[config.mk]
export PLATFORM = sky130hd
export DESIGN_NAME = hex_to_tet_split_core
export DESIGN_NICKNAME = d
export VERILOG_FILES = /design/src/rtl/hts_pkg.sv /design/src/rtl/hts_front.sv /design/src/rtl/hts_queue.sv /design/src/rtl/hts_back.sv /design/src/rtl/hex_to_tet_split_core.sv
export SDC_FILE = /design/constraint.sdc
export NUM_CORES = 2
export LEC_CHECK = 0
export BUFFER_PORTS_ARGS = -buffer_cell sky130_fd_sc_hd__buf_2
export CAP_MARGIN = 20
export CELL_PAD_IN_SITES_DETAIL_PLACEMENT = 2
export CELL_PAD_IN_SITES_GLOBAL_PLACEMENT = 2
export CORE_MARGIN = 4
export CORE_UTILIZATION = 30
export CTS_CLUSTER_DIAMETER = 100
export DETAILED_ROUTE_END_ITERATION = 10
export PLACE_DENSITY_LB_ADDON = 0.2
export SLEW_MARGIN = 5
export SYNTH_ARGS = -nofsm -noshare
export SYNTH_HDL_FRONTEND = slang
export SYNTH_HIERARCHICAL = 1
export SYNTH_SLANG_ARGS = --single-unit
[constraint.sdc]
create_clock -name clk -period 11.1 [get_ports clk]
set_clock_uncertainty 0.1 [all_clocks]
set_input_delay 2.775 -clock clk [delete_from_list [all_inputs] [get_ports clk]]
set_output_delay 2.775 -clock clk [all_outputs]
set_load 0.01 [all_outputs]
[src/rtl/hts_pkg.sv]
// Shared types, constants and templates for the hex to tetrahedra splitter.
package hts_pkg;

  localparam int ID_BITS_DEF = 31;
  localparam int QUEUE_DEPTH = 2;
  localparam int MAX_TETS = 6;

  typedef enum logic [1:0] {
    KIND_NONE  = 2'd0,
    KIND_ONE   = 2'd1,
    KIND_TWO   = 2'd2,
    KIND_THREE = 2'd3
  } kind_t;

  typedef struct packed {
    kind_t      kind;
    logic [1:0] face;
  } hex_cls_t;

  typedef logic [2:0] vidx_t;

  localparam vidx_t TPL [4][MAX_TETS][4] = '{
    '{'{3'd0, 3'd1, 3'd2, 3'd5}, '{3'd0, 3'd2, 3'd7, 3'd5}, '{3'd0, 3'd2, 3'd3, 3'd7},
      '{3'd0, 3'd5, 3'd7, 3'd4}, '{3'd2, 3'd7, 3'd5, 3'd6}, '{3'd0, 3'd0, 3'd0, 3'd0}},
    '{'{3'd0, 3'd5, 3'd7, 3'd4}, '{3'd0, 3'd1, 3'd7, 3'd5}, '{3'd1, 3'd6, 3'd7, 3'd5},
      '{3'd0, 3'd7, 3'd2, 3'd3}, '{3'd0, 3'd7, 3'd1, 3'd2}, '{3'd1, 3'd7, 3'd6, 3'd2}},
    '{'{3'd0, 3'd4, 3'd5, 3'd6}, '{3'd0, 3'd3, 3'd7, 3'd6}, '{3'd0, 3'd7, 3'd4, 3'd6},
      '{3'd0, 3'd1, 3'd2, 3'd5}, '{3'd0, 3'd3, 3'd6, 3'd2}, '{3'd0, 3'd6, 3'd5, 3'd2}},
    '{'{3'd0, 3'd2, 3'd3, 3'd6}, '{3'd0, 3'd3, 3'd7, 3'd6}, '{3'd0, 3'd7, 3'd4, 3'd6},
      '{3'd0, 3'd5, 3'd6, 3'd4}, '{3'd1, 3'd5, 3'd6, 3'd0}, '{3'd1, 3'd6, 3'd2, 3'd0}}
  };

  localparam vidx_t FLIP_SWAPS [4][2] = '{
    '{3'd0, 3'd4}, '{3'd3, 3'd5}, '{3'd1, 3'd7}, '{3'd2, 3'd6}
  };

  localparam vidx_t FAR_FACES [3][4] = '{
    '{3'd6, 3'd5, 3'd1, 3'd2}, '{3'd6, 3'd2, 3'd3, 3'd7}, '{3'd6, 3'd7, 3'd4, 3'd5}
  };

  localparam vidx_t AXIS_RING [6] = '{3'd1, 3'd2, 3'd3, 3'd7, 3'd5, 3'd4};

endpackage

[src/rtl/hts_front.sv]
// Front pipeline: finds the minimum corner, orients the hex and classifies its far corner.
module hts_front #(
  parameter int ID_BITS = hts_pkg::ID_BITS_DEF
) (
  input  logic                      clk,
  input  logic                      rst,
  input  logic                      in_valid,
  output logic                      in_stall,
  input  logic [ID_BITS-1:0]        corner_0,
  input  logic [ID_BITS-1:0]        corner_1,
  input  logic [ID_BITS-1:0]        corner_2,
  input  logic [ID_BITS-1:0]        corner_3,
  input  logic [ID_BITS-1:0]        corner_4,
  input  logic [ID_BITS-1:0]        corner_5,
  input  logic [ID_BITS-1:0]        corner_6,
  input  logic [ID_BITS-1:0]        corner_7,
  output logic                      push_valid,
  input  logic                      push_stall,
  output logic [7:0][ID_BITS-1:0]   push_hex,
  output hts_pkg::hex_cls_t         push_cls
);
  import hts_pkg::*;

  function automatic logic [ID_BITS-1:0] min_id(input logic [ID_BITS-1:0] a,
                                                 input logic [ID_BITS-1:0] b);
    min_id = (a < b) ? a : b;
  endfunction

  logic                    v1, v2, v3, v4;
  logic                    adv1, adv2, adv3, adv4;
  logic [7:0][ID_BITS-1:0] s1_c, s2_c, s3_h, s4_h;
  logic [3:0]              s1_lt;
  logic [2:0]              s2_mi;
  hex_cls_t                s4_cls;

  logic [7:0][ID_BITS-1:0] in_c;
  logic [3:0]              lt_next;
  logic [2:0]              mi_next;
  logic [7:0][ID_BITS-1:0] h_next;
  hex_cls_t                cls_next;

  assign adv4 = !v4 || !push_stall;
  assign adv3 = !v3 || adv4;
  assign adv2 = !v2 || adv3;
  assign adv1 = !v1 || adv2;
  assign in_stall = !adv1;

  assign in_c = {corner_7, corner_6, corner_5, corner_4,
                 corner_3, corner_2, corner_1, corner_0};

  always_comb begin
    for (int k = 0; k < 4; k++) begin
      lt_next[k] = in_c[2*k+1] < in_c[2*k];
    end
  end

  always_comb begin
    logic [3:0][2:0] w;
    logic [2:0]      m0, m1;
    for (int k = 0; k < 4; k++) begin
      w[k] = {2'(k), s1_lt[k]};
    end
    m0 = (s1_c[w[1]] < s1_c[w[0]]) ? w[1] : w[0];
    m1 = (s1_c[w[3]] < s1_c[w[2]]) ? w[3] : w[2];
    mi_next = (s1_c[m1] < s1_c[m0]) ? m1 : m0;
  end

  always_comb begin
    logic [7:0][ID_BITS-1:0] h;
    logic [1:0]              r;
    for (int i = 0; i < 4; i++) begin
      r = 2'(i) + s2_mi[1:0];
      h[i]     = s2_c[{1'b0, r}];
      h[4 + i] = s2_c[{1'b1, r}];
    end
    h_next = h;
    if (s2_mi[2]) begin
      for (int i = 0; i < 4; i++) begin
        h_next[FLIP_SWAPS[i][0]] = h[FLIP_SWAPS[i][1]];
        h_next[FLIP_SWAPS[i][1]] = h[FLIP_SWAPS[i][0]];
      end
    end
  end

  always_comb begin
    logic [2:0] into;
    logic [1:0] cnt;
    logic [1:0] face;
    for (int i = 0; i < 3; i++) begin
      into[i] = min_id(s3_h[FAR_FACES[i][0]], s3_h[FAR_FACES[i][2]]) <
                min_id(s3_h[FAR_FACES[i][1]], s3_h[FAR_FACES[i][3]]);
    end
    cnt = {1'b0, into[0]} + {1'b0, into[1]} + {1'b0, into[2]};
    face = 2'd0;
    for (int i = 0; i < 3; i++) begin
      if ((cnt == 2'd1 && into[i]) || (cnt == 2'd2 && !into[i])) begin
        face = 2'(i);
      end
    end
    cls_next.kind = kind_t'(cnt);
    cls_next.face = face;
  end

  always_ff @(posedge clk) begin
    if (rst) begin
      v1 <= 1'b0;
      v2 <= 1'b0;
      v3 <= 1'b0;
      v4 <= 1'b0;
    end else begin
      if (adv1) v1 <= in_valid;
      if (adv2) v2 <= v1;
      if (adv3) v3 <= v2;
      if (adv4) v4 <= v3;
    end
  end

  always_ff @(posedge clk) begin
    if (adv1) begin
      s1_c  <= in_c;
      s1_lt <= lt_next;
    end
    if (adv2) begin
      s2_c  <= s1_c;
      s2_mi <= mi_next;
    end
    if (adv3) begin
      s3_h <= h_next;
    end
    if (adv4) begin
      s4_h   <= s3_h;
      s4_cls <= cls_next;
    end
  end

  assign push_valid = v4;
  assign push_hex   = s4_h;
  assign push_cls   = s4_cls;

endmodule

[src/rtl/hts_queue.sv]
// Short queue of classified hexes between the front pipeline and the emitter.
module hts_queue #(
  parameter int ID_BITS = hts_pkg::ID_BITS_DEF
) (
  input  logic                    clk,
  input  logic                    rst,
  input  logic                    push_valid,
  output logic                    push_stall,
  input  logic [7:0][ID_BITS-1:0] push_hex,
  input  hts_pkg::hex_cls_t       push_cls,
  output logic                    pop_valid,
  input  logic                    pop_stall,
  output logic [7:0][ID_BITS-1:0] pop_hex,
  output hts_pkg::hex_cls_t       pop_cls
);
  import hts_pkg::*;

  localparam int PTR_W = (QUEUE_DEPTH > 1) ? $clog2(QUEUE_DEPTH) : 1;
  localparam int CNT_W = $clog2(QUEUE_DEPTH + 1);
  localparam logic [CNT_W-1:0] FULL = CNT_W'(QUEUE_DEPTH);
  localparam logic [PTR_W-1:0] LAST = PTR_W'(QUEUE_DEPTH - 1);

  logic [7:0][ID_BITS-1:0] q_hex [QUEUE_DEPTH];
  hex_cls_t                q_cls [QUEUE_DEPTH];
  logic [PTR_W-1:0]        wr_ptr, rd_ptr;
  logic [CNT_W-1:0]        count;
  logic                    push, pop;

  assign push_stall = count == FULL;
  assign pop_valid  = count != '0;
  assign push = push_valid && !push_stall;
  assign pop  = pop_valid && !pop_stall;
  assign pop_hex = q_hex[rd_ptr];
  assign pop_cls = q_cls[rd_ptr];

  always_ff @(posedge clk) begin
    if (rst) begin
      wr_ptr <= '0;
      rd_ptr <= '0;
      count  <= '0;
    end else begin
      if (push) wr_ptr <= (wr_ptr == LAST) ? '0 : wr_ptr + 1'b1;
      if (pop)  rd_ptr <= (rd_ptr == LAST) ? '0 : rd_ptr + 1'b1;
      if (push && !pop) begin
        count <= count + 1'b1;
      end else if (pop && !push) begin
        count <= count - 1'b1;
      end
    end
  end

  always_ff @(posedge clk) begin
    if (push) begin
      q_hex[wr_ptr] <= push_hex;
      q_cls[wr_ptr] <= push_cls;
    end
  end

  a_count_bound: assert property (@(posedge clk) disable iff (rst) count <= FULL)
    else $error("Queue count exceeds its depth.");
  a_stall_full: assert property (@(posedge clk) disable iff (rst)
    push_stall |-> count == FULL)
    else $error("Queue stalls while it has room.");
  a_pop_fill: assert property (@(posedge clk) disable iff (rst)
    (pop && !push) |=> count == $past(count) - 1'b1)
    else $error("Queue count did not drop after a pop.");

endmodule

[src/rtl/hts_back.sv]
// Emitter: turns the axis ring and streams the tetrahedra of one hex per template.
module hts_back #(
  parameter int ID_BITS = hts_pkg::ID_BITS_DEF
) (
  input  logic                    clk,
  input  logic                    rst,
  input  logic                    pop_valid,
  output logic                    pop_stall,
  input  logic [7:0][ID_BITS-1:0] pop_hex,
  input  hts_pkg::hex_cls_t       pop_cls,
  output logic                    out_valid,
  input  logic                    out_stall,
  output logic [ID_BITS-1:0]      tet_vert_a,
  output logic [ID_BITS-1:0]      tet_vert_b,
  output logic [ID_BITS-1:0]      tet_vert_c,
  output logic [ID_BITS-1:0]      tet_vert_d,
  output logic                    last_tet
);
  import hts_pkg::*;

  logic                    cur_valid;
  logic [7:0][ID_BITS-1:0] cur_hex;
  kind_t                   cur_kind;
  logic [2:0]              cur_idx;
  logic [2:0]              tet_n;
  logic                    load, is_last, take;
  logic [7:0][ID_BITS-1:0] turned;

  assign tet_n   = (cur_kind == KIND_NONE) ? 3'd5 : 3'd6;
  assign is_last = cur_idx == tet_n - 3'd1;
  assign load    = cur_valid && (!out_valid || !out_stall);
  assign take    = !cur_valid || (load && is_last);
  assign pop_stall = !take;

  always_comb begin
    logic [5:0][ID_BITS-1:0] old;
    logic [2:0]              shift;
    logic [3:0]              src;
    for (int i = 0; i < 6; i++) begin
      old[i] = pop_hex[AXIS_RING[i]];
    end
    case (pop_cls.face)
      2'd1:    shift = 3'd4;
      2'd2:    shift = 3'd2;
      default: shift = 3'd0;
    endcase
    if (!(pop_cls.kind inside {KIND_ONE, KIND_TWO})) begin
      shift = 3'd0;
    end
    turned = pop_hex;
    for (int i = 0; i < 6; i++) begin
      src = 4'(i + 6) - {1'b0, shift};
      if (src >= 4'd6) src = src - 4'd6;
      turned[AXIS_RING[i]] = old[src[2:0]];
    end
  end

  always_ff @(posedge clk) begin
    if (rst) begin
      cur_valid <= 1'b0;
      cur_idx   <= 3'd0;
      out_valid <= 1'b0;
    end else begin
      if (take) begin
        cur_valid <= pop_valid;
        cur_idx   <= 3'd0;
      end else if (load) begin
        cur_idx <= cur_idx + 3'd1;
      end
      if (load) begin
        out_valid <= 1'b1;
      end else if (!out_stall) begin
        out_valid <= 1'b0;
      end
    end
  end

  always_ff @(posedge clk) begin
    if (take && pop_valid) begin
      cur_hex  <= turned;
      cur_kind <= pop_cls.kind;
    end
    if (load) begin
      tet_vert_a <= cur_hex[TPL[cur_kind][cur_idx][0]];
      tet_vert_b <= cur_hex[TPL[cur_kind][cur_idx][1]];
      tet_vert_c <= cur_hex[TPL[cur_kind][cur_idx][2]];
      tet_vert_d <= cur_hex[TPL[cur_kind][cur_idx][3]];
      last_tet   <= is_last;
    end
  end

  a_idx_bound: assert property (@(posedge clk) disable iff (rst)
    cur_valid |-> cur_idx < tet_n)
    else $error("Tetrahedron index runs past the template.");
  a_first_not_last: assert property (@(posedge clk) disable iff (rst)
    (load && cur_idx == 3'd0) |=> !last_tet)
    else $error("First tetrahedron of a hex is marked last.");
  a_take_on_last: assert property (@(posedge clk) disable iff (rst)
    (load && is_last && !pop_valid) |=> !cur_valid)
    else $error("Emitter kept a finished hex.");

endmodule

[src/rtl/hex_to_tet_split_core.sv]
// Top level of the hex to tetrahedra splitter: front pipeline, queue and emitter.
// Input channel: in_valid/in_stall carries one hexahedron as eight corner ids,
// corner_0..corner_3 the lower quad and corner_4..corner_7 the upper quad.
// A transaction completes on a rising edge with in_valid high and in_stall low.
// Output channel: out_valid/out_stall carries one tetrahedron per transaction as
// four vertex ids, with last_tet set on the final tetrahedron of each hex.
// A hex yields five tetrahedra when no far-corner diagonal enters corner six,
// and six otherwise, one per cycle from the emitter's output register while out_stall is low.
// With both sides idle the first tetrahedron passes through the front stages, one
// queue slot, the emitter's hex register and its output register. The emitter takes
// the next hex as it loads the last tetrahedron of the current one and sends one
// tetrahedron per cycle while the receiver does not stall; the front pipeline can
// take a hex in every cycle while in_stall is low.
// When the receiver stalls, the output holds, the emitter waits, and the queue
// and front stages fill before in_stall rises.
// Synchronous reset empties the pipeline, the queue and the output register.
module hex_to_tet_split_core #(
  parameter int ID_BITS = hts_pkg::ID_BITS_DEF
) (
  input  logic               clk,
  input  logic               rst,
  input  logic               in_valid,
  output logic               in_stall,
  input  logic [ID_BITS-1:0] corner_0,
  input  logic [ID_BITS-1:0] corner_1,
  input  logic [ID_BITS-1:0] corner_2,
  input  logic [ID_BITS-1:0] corner_3,
  input  logic [ID_BITS-1:0] corner_4,
  input  logic [ID_BITS-1:0] corner_5,
  input  logic [ID_BITS-1:0] corner_6,
  input  logic [ID_BITS-1:0] corner_7,
  output logic               out_valid,
  input  logic               out_stall,
  output logic [ID_BITS-1:0] tet_vert_a,
  output logic [ID_BITS-1:0] tet_vert_b,
  output logic [ID_BITS-1:0] tet_vert_c,
  output logic [ID_BITS-1:0] tet_vert_d,
  output logic               last_tet
);
  import hts_pkg::*;

  logic                    push_valid, push_stall;
  logic [7:0][ID_BITS-1:0] push_hex;
  hex_cls_t                push_cls;
  logic                    pop_valid, pop_stall;
  logic [7:0][ID_BITS-1:0] pop_hex;
  hex_cls_t                pop_cls;

  hts_front #(.ID_BITS(ID_BITS)) u_front (
    .clk        (clk),
    .rst        (rst),
    .in_valid   (in_valid),
    .in_stall   (in_stall),
    .corner_0   (corner_0),
    .corner_1   (corner_1),
    .corner_2   (corner_2),
    .corner_3   (corner_3),
    .corner_4   (corner_4),
    .corner_5   (corner_5),
    .corner_6   (corner_6),
    .corner_7   (corner_7),
    .push_valid (push_valid),
    .push_stall (push_stall),
    .push_hex   (push_hex),
    .push_cls   (push_cls)
  );

  hts_queue #(.ID_BITS(ID_BITS)) u_queue (
    .clk        (clk),
    .rst        (rst),
    .push_valid (push_valid),
    .push_stall (push_stall),
    .push_hex   (push_hex),
    .push_cls   (push_cls),
    .pop_valid  (pop_valid),
    .pop_stall  (pop_stall),
    .pop_hex    (pop_hex),
    .pop_cls    (pop_cls)
  );

  hts_back #(.ID_BITS(ID_BITS)) u_back (
    .clk        (clk),
    .rst        (rst),
    .pop_valid  (pop_valid),
    .pop_stall  (pop_stall),
    .pop_hex    (pop_hex),
    .pop_cls    (pop_cls),
    .out_valid  (out_valid),
    .out_stall  (out_stall),
    .tet_vert_a (tet_vert_a),
    .tet_vert_b (tet_vert_b),
    .tet_vert_c (tet_vert_c),
    .tet_vert_d (tet_vert_d),
    .last_tet   (last_tet)
  );

endmodule
# Yosys cells after proc, flatten, opt, wreduce, memory -nomap -nowiden
# Memory sizes are Yosys's and may differ from the RTL's. A register that Yosys moved wholly into a read port is not among the register bits.
# Index checks and enable logic that the tools add are counted.
# classes
mux	86
magnitude_cmp	48
eq_ne	9
addsub	23
n_bitwise	2
n_reduce_logical	36
# op_table
op	count
binary-select mux 31 bit (select 3 bit)	12
2-to-1 mux 31 bit	34
binary-select mux 31 bit (select 2 bit)	8
less-than comparator 31 bit	16
2-to-1 mux 248 bit	1
binary-select mux 72 bit (select 2 bit)	1
2-to-1 mux 72 bit	2
less-than comparator 3 x 4 -> 1 bit, second input constant	18
binary-select mux 12 bit (select 3 bit)	1
>= comparator 4 x 3 -> 1 bit, second input constant	6
2-to-1 mux 12 bit	2
2-to-1 mux 3 bit	8
less-than comparator 2 x 4 -> 1 bit, second input constant	5
subtractor 3 bit, second input constant	6
subtractor 4 x 3 -> 4 bit, first input constant	4
zero test 1 bit	13
2-to-1 mux 1 bit	11
logical AND 1 bit	10
2-to-1 mux 2 bit	5
== test 2 bit, second input constant	4
logical OR 1 bit	8
subtractor 3 x 3 -> 4 bit, first input constant	2
== test 2 x 1 -> 1 bit, second input constant	3
one-hot mux 3 bit (2 select lines)	1
other kinds (19)	23
# totals
regBits	1391
memories	2
input_bits	252
output_inout_bits	127
ramBits	504
elab_cells	266
# memory_table
name	words	width	rd	rd_ports_with_merged_regs	write_ports	line_no	text
u_queue.q_hex	2	248	1	1	1	hts_queue.sv:23	logic [7:0][ID_BITS-1:0] q_hex [QUEUE_DEPTH];
u_queue.q_cls	2	4	1	1	1	hts_queue.sv:24	hex_cls_t q_cls [QUEUE_DEPTH];

# Logic depth before layout (Yosys ltp)
# logic_depth
depth_word	10
depth_mapped	27
depth_no_buf	26

# Modules after synthesis
# The synthesis kept the hierarchy.
# modules_own_cells
mod	seq_area_each_um2	instances	cells_each	area_each_um2
hts_front	30199.0	1	3724	54387.2
hts_back	11360.9	1	2104	23065.9
hts_queue	15234.6	1	809	19139.6

# Least setup slack after synthesis
# No wires, ideal clock.
# synth_path
path_type	register -> output
from	reg u_queue.count[1]
to	out in_stall
required_ns	8.225
path_slack_ns	0.257
path_stages_with_launch	5
n_path_buf	0
arrival_ns	7.968
path_cell_list	dfxtp_1 > nor2b_1 > and3_1 > nand3_1 > inv_1
# synth_between
elab_chain_cells	7
# synth_lines
item	line_no	text
start: declaration	hts_queue.sv:26	logic [CNT_W-1:0] count;
start signal: assignment	hts_queue.sv:45	count <= count + 1'b1;
start signal: assignment	hts_queue.sv:47	count <= count - 1'b1;
== test 2 bit	hts_queue.sv:29	assign push_stall = count == FULL;
net push_stall	hex_to_tet_split_core.sv:42	logic push_valid, push_stall;
zero test 1 bit	hts_front.sv:42	assign adv4 = !v4 || !push_stall;
logical OR 1 bit	hts_front.sv:42	
logical OR 1 bit	hts_front.sv:43	assign adv3 = !v3 || adv4;
logical OR 1 bit	hts_front.sv:44	assign adv2 = !v2 || adv3;
logical OR 1 bit	hts_front.sv:45	assign adv1 = !v1 || adv2;
zero test 1 bit	hts_front.sv:46	assign in_stall = !adv1;
end: declaration	hex_to_tet_split_core.sv:23	output logic in_stall,
# The timed path passes the listed nets, and every way through them passes these cells.

==> impl_metrics.csv <==
group,metric,value,unit
routing,viasPerCell,5.08,
floorplan,die_x,575,µm
pwr,clkPwrFrac,21.4,%
routing,drt_iter0_drc,3914,
pwr,combPwrFrac,41.8,%
timing,period_minus_slack,7.16,ns
logic_synthesis,ys_ff_latch,1896,
grt,grt_pass1_wl,456000,µm
status,outcome,"completed",
pwr,sequentialPowerShare,36.8,%
grt,grt_overflow_total,0,
logic_synthesis,yosys.area.top_type,"edfxtp_1",
clock_tree,insertion_delay,0.89,ns
clock_tree,cts_buffer_depth,4,
floorplan,pin_count,379,
routing,avgRoutedWirePerCell,27.5,µm
routing,routed_wirelength,315000,µm
clock_tree,cts_sinks,1896,
placement,portBuffers,378,
grt,grt_max_degree,178,
timing,hold_violations,0,
pwr,total_power,35.4,mW
pwr,powerDensity,320,nW/µm²
logic_synthesis,synth_top_area_share,58.5,%
routing,drcViolationCount,0,
timing,rsz0062_at_grt,"false",
clock_tree,cts_resized,0,
timing,setup_violations,0,
logic_synthesis,netlist_area,96600,µm²
critical_path,start_kind,"register",
logic_synthesis,ys.flop_type,"edfxtp_1",
floorplan,initial_core_util,30.1,%
logic_synthesis,yosysSeqAreaShare,58.8,%
grt,grt_usage,18.6,%
routing,antenna_left,0,
hold_path,hp-class,"reg2reg",
pwr,p_sw,13.9,mW
clock_tree,clock-root-buffer,"clkbuf_16",
pwr,p_int,21.5,mW
critical_path,crit_required,11.61,ns
routing,drt_first_pass_iters,5,
clock_tree,clkTransAtPathRegs,0.06,ns
logic_synthesis,synthTopCellsByArea,"edfxtp_1 59%, ha_1 6.4%, mux2_2 6.3%, mux4_2 5.8%, mux2i_1 4.6%",
cells_and_area,drive_above_1_share,25.7,%
timing,worstMarginPinSlew,1.10,ns
cells_and_area,area_delta_synth_final,14.7,%
pwr,power.leakage,42.5,nW
critical_path,startpoint,"u_front/s3_h[190]",
timing,post-route-period-util,64.5,%
logic_synthesis,syn-num-nets,7383,
logic_synthesis,async_flop_share,0,%
critical_path,critPathArrivalTime,7.66,ns
clock_tree,numCtsBuffers,224,
timing,drv_slew,0,
critical_path,critPathKind,"reg2reg",
logic_synthesis,ys_types,86,
pwr,peakVddDrop,0.202,mV
clock_tree,cts_setup_buffers,0,
job,cap_viol_max_count,0,
cells_and_area,n_fill_cell,32467,
critical_path,endpoint_kind,"register",
logic_synthesis,ys_warn_count,6,
clock_tree,cts_tree,"built",
clock_tree,htreeDepth,4,
hold_path,holdCritStartpoint,"u_front/s3_h[23]",
timing,fmax,0.140,GHz
cells_and_area,utilization,34.5,%
placement,place.gp.congestion,0.847,
grt,grt_pass1_vias,62073,
logic_synthesis,synthCells,6637,
placement,dp_hpwl,240000,µm
floorplan,num_rows,208,
timing,timing.hold.ws,0.297,ns
timing,tns,0,ns
clock_tree,cts_hold_buf,0,
cells_and_area,fin_nets,7716,
routing,vias,58252,
critical_path,reg2reg_from,"u_front/s3_h[190]",
timing,max_slew_margin,26.4,%
grt,antenna_found_initial,32,
critical_path,cp_max_fo,43,
pwr,p_sw_share,39.4,%
floorplan,coreArea,321000,µm²
floorplan,die_h,575,µm
logic_synthesis,synth_edf_count,1882,
logic_synthesis,avgSynthCellArea,14.6,µm²
floorplan,dieArea,331000,µm²
==> area by class of cell <==
type	instances	area, µm²	share of cell area, %
diodes	9	22.5	0.0203
clock buffers	252	5750	5.19
clock inverters	162	1770	1.59
inverters	324	1230	1.11
multi-input cells	4069	37200	33.6
flip-flops and latches	1896	56800	51.3
well taps	4305	5390	4.86
repair buffers	455	2600	2.35
==> layer usage <==
layer / vias to the layer above / global-route usage [%] / share of wire, %
met5: - / 0 / 0.029
met2: 1139 / 26.8 / 42
met1: 30364 / 29.7 / 53
met3: 313 / 2.07 / 3.7
li1: 26420 / - / -
met4: 16 / 3.81 / 1.9
==> synthesized netlist by cell type (35+ instances only) <==
library cell,n
mux4_2,248
nand4_1,67
mux2_2,537
o21ai_0,353
mux2i_1,447
nand2_1,537
nor2_1,129
a211oi_1,50
mux2_4,180
a221oi_1,35
a31oi_1,36
o21a_1,40
buf_2,67
ha_1,493
and2_1,40
a21o_1,109
inv_1,322
nor2b_1,95
buf_1,46
a21oi_1,362
edfxtp_1,1882
clkbuf_1,194
==> cells in the final DEF, fill, tap and decap left out, drive strengths merged, types with 65 or more instances in the layout <==
master | netlist | routed
inv | 323 | 341
a21o | 109 | 109
buf | 153 | 455
ha | 493 | 493
o21ai | 358 | 358
nand4 | 67 | 67
clkbuf | 195 | 252
clkinv | 1 | 93
nor2 | 129 | 129
mux4 | 248 | 248
mux2 | 718 | 718
a21oi | 362 | 362
mux2i | 447 | 447
nor2b | 95 | 95
a221oi | 65 | 65
edfxtp | 1882 | 1882
nand2 | 538 | 538
==> state kept, by name, indices dropped and copies added, names as in the netlist, 2 cells and up, named ones only <==
signal / flops
u_front/s3_h: 248
u_front/s2_c: 248
u_front/s2_mi: 3
u_front/s1_c: 248
u_queue/count: 2
u_back/tet_vert_b: 31
u_front/s1_lt: 4
u_back/cur_hex: 248
u_back/cur_idx: 3
u_queue/q_hex: 496
u_front/push_cls: 4
u_front/push_hex: 248
u_back/tet_vert_a: 31
u_back/tet_vert_c: 31
u_queue/q_cls: 8
u_back/tet_vert_d: 31
u_back/cur_kind: 2
==> worst max-delay path: stages, from the launching register on <==
cell       delay [ns]
edfxtp_1         0.51
ha_1             0.35
a21oi_1          0.17
o21ai_0          0.23
a2111oi_0        0.41
o21ai_0          0.28
nor3b_1          0.27
buf_4            0.18
nor3_4           0.56
buf_4            0.51
o21ai_0          0.15
ha_1             0.21
a21oi_1          0.19
nor4_1           0.07
a2111oi_0        0.87
o221ai_1         0.29
o211a_1          0.23
nor3_1           0.21
o211ai_1         0.16
fa_1             0.53
inv_1            0.07
nand2_1          0.10
nor2_1           0.05
nand2_1          0.08
mux2i_1          0.08
==> path summary, 6_finish.rpt <==
path                                              to  slack, ns  depth (start not counted)
worst min-delay path            u_front/push_hex[23]       0.30                          0
worst max register to register   u_front/push_cls[0]       3.94                         24
worst min register to register  u_front/push_hex[23]       0.30                          0
worst max-delay path             u_front/push_cls[0]       3.94                         24
==> power groups by stage <==
stage	clock [mW]	combinational (mW)	sequential, mW
6_report	7.56	14.8	13.0
5_1_grt	8.11	16.2	13.2
4_1_cts	7.81	15.0	13.0
3_5_place_dp	0	14.9	13.2
3_3_place_gp	0	14.5	13.0
2_1_floorplan	0	10.2	11.9
==> logic make-up (layout without fill, tap and decap cells) <==
group,count (synthesis),after routing,synth area share [%]
buffers and inverters,672,1193,2.96
and+or+nand+nor,995,995,4.73
muxes,1413,1413,19.5
AOI/OAI and AO/OA,1160,1160,7.55
other,0,9,0
adders and majority gates,494,494,6.41
xor gates and xnor gates,7,7,0.0635
DFF,1896,1896,58.8
==> through the flow <==
step	cells	worst slack [ns]	instance area [µm²]
final	11472	3.94	111000
after global routing	11465	3.41	111000
after CTS	11460	3.71	111000
after detailed placement	11046	3.70	103000
after global placement	11046	3.82	103000
after floorplan	6637	0.257	96600
Power figures use the tool's default switching activity.
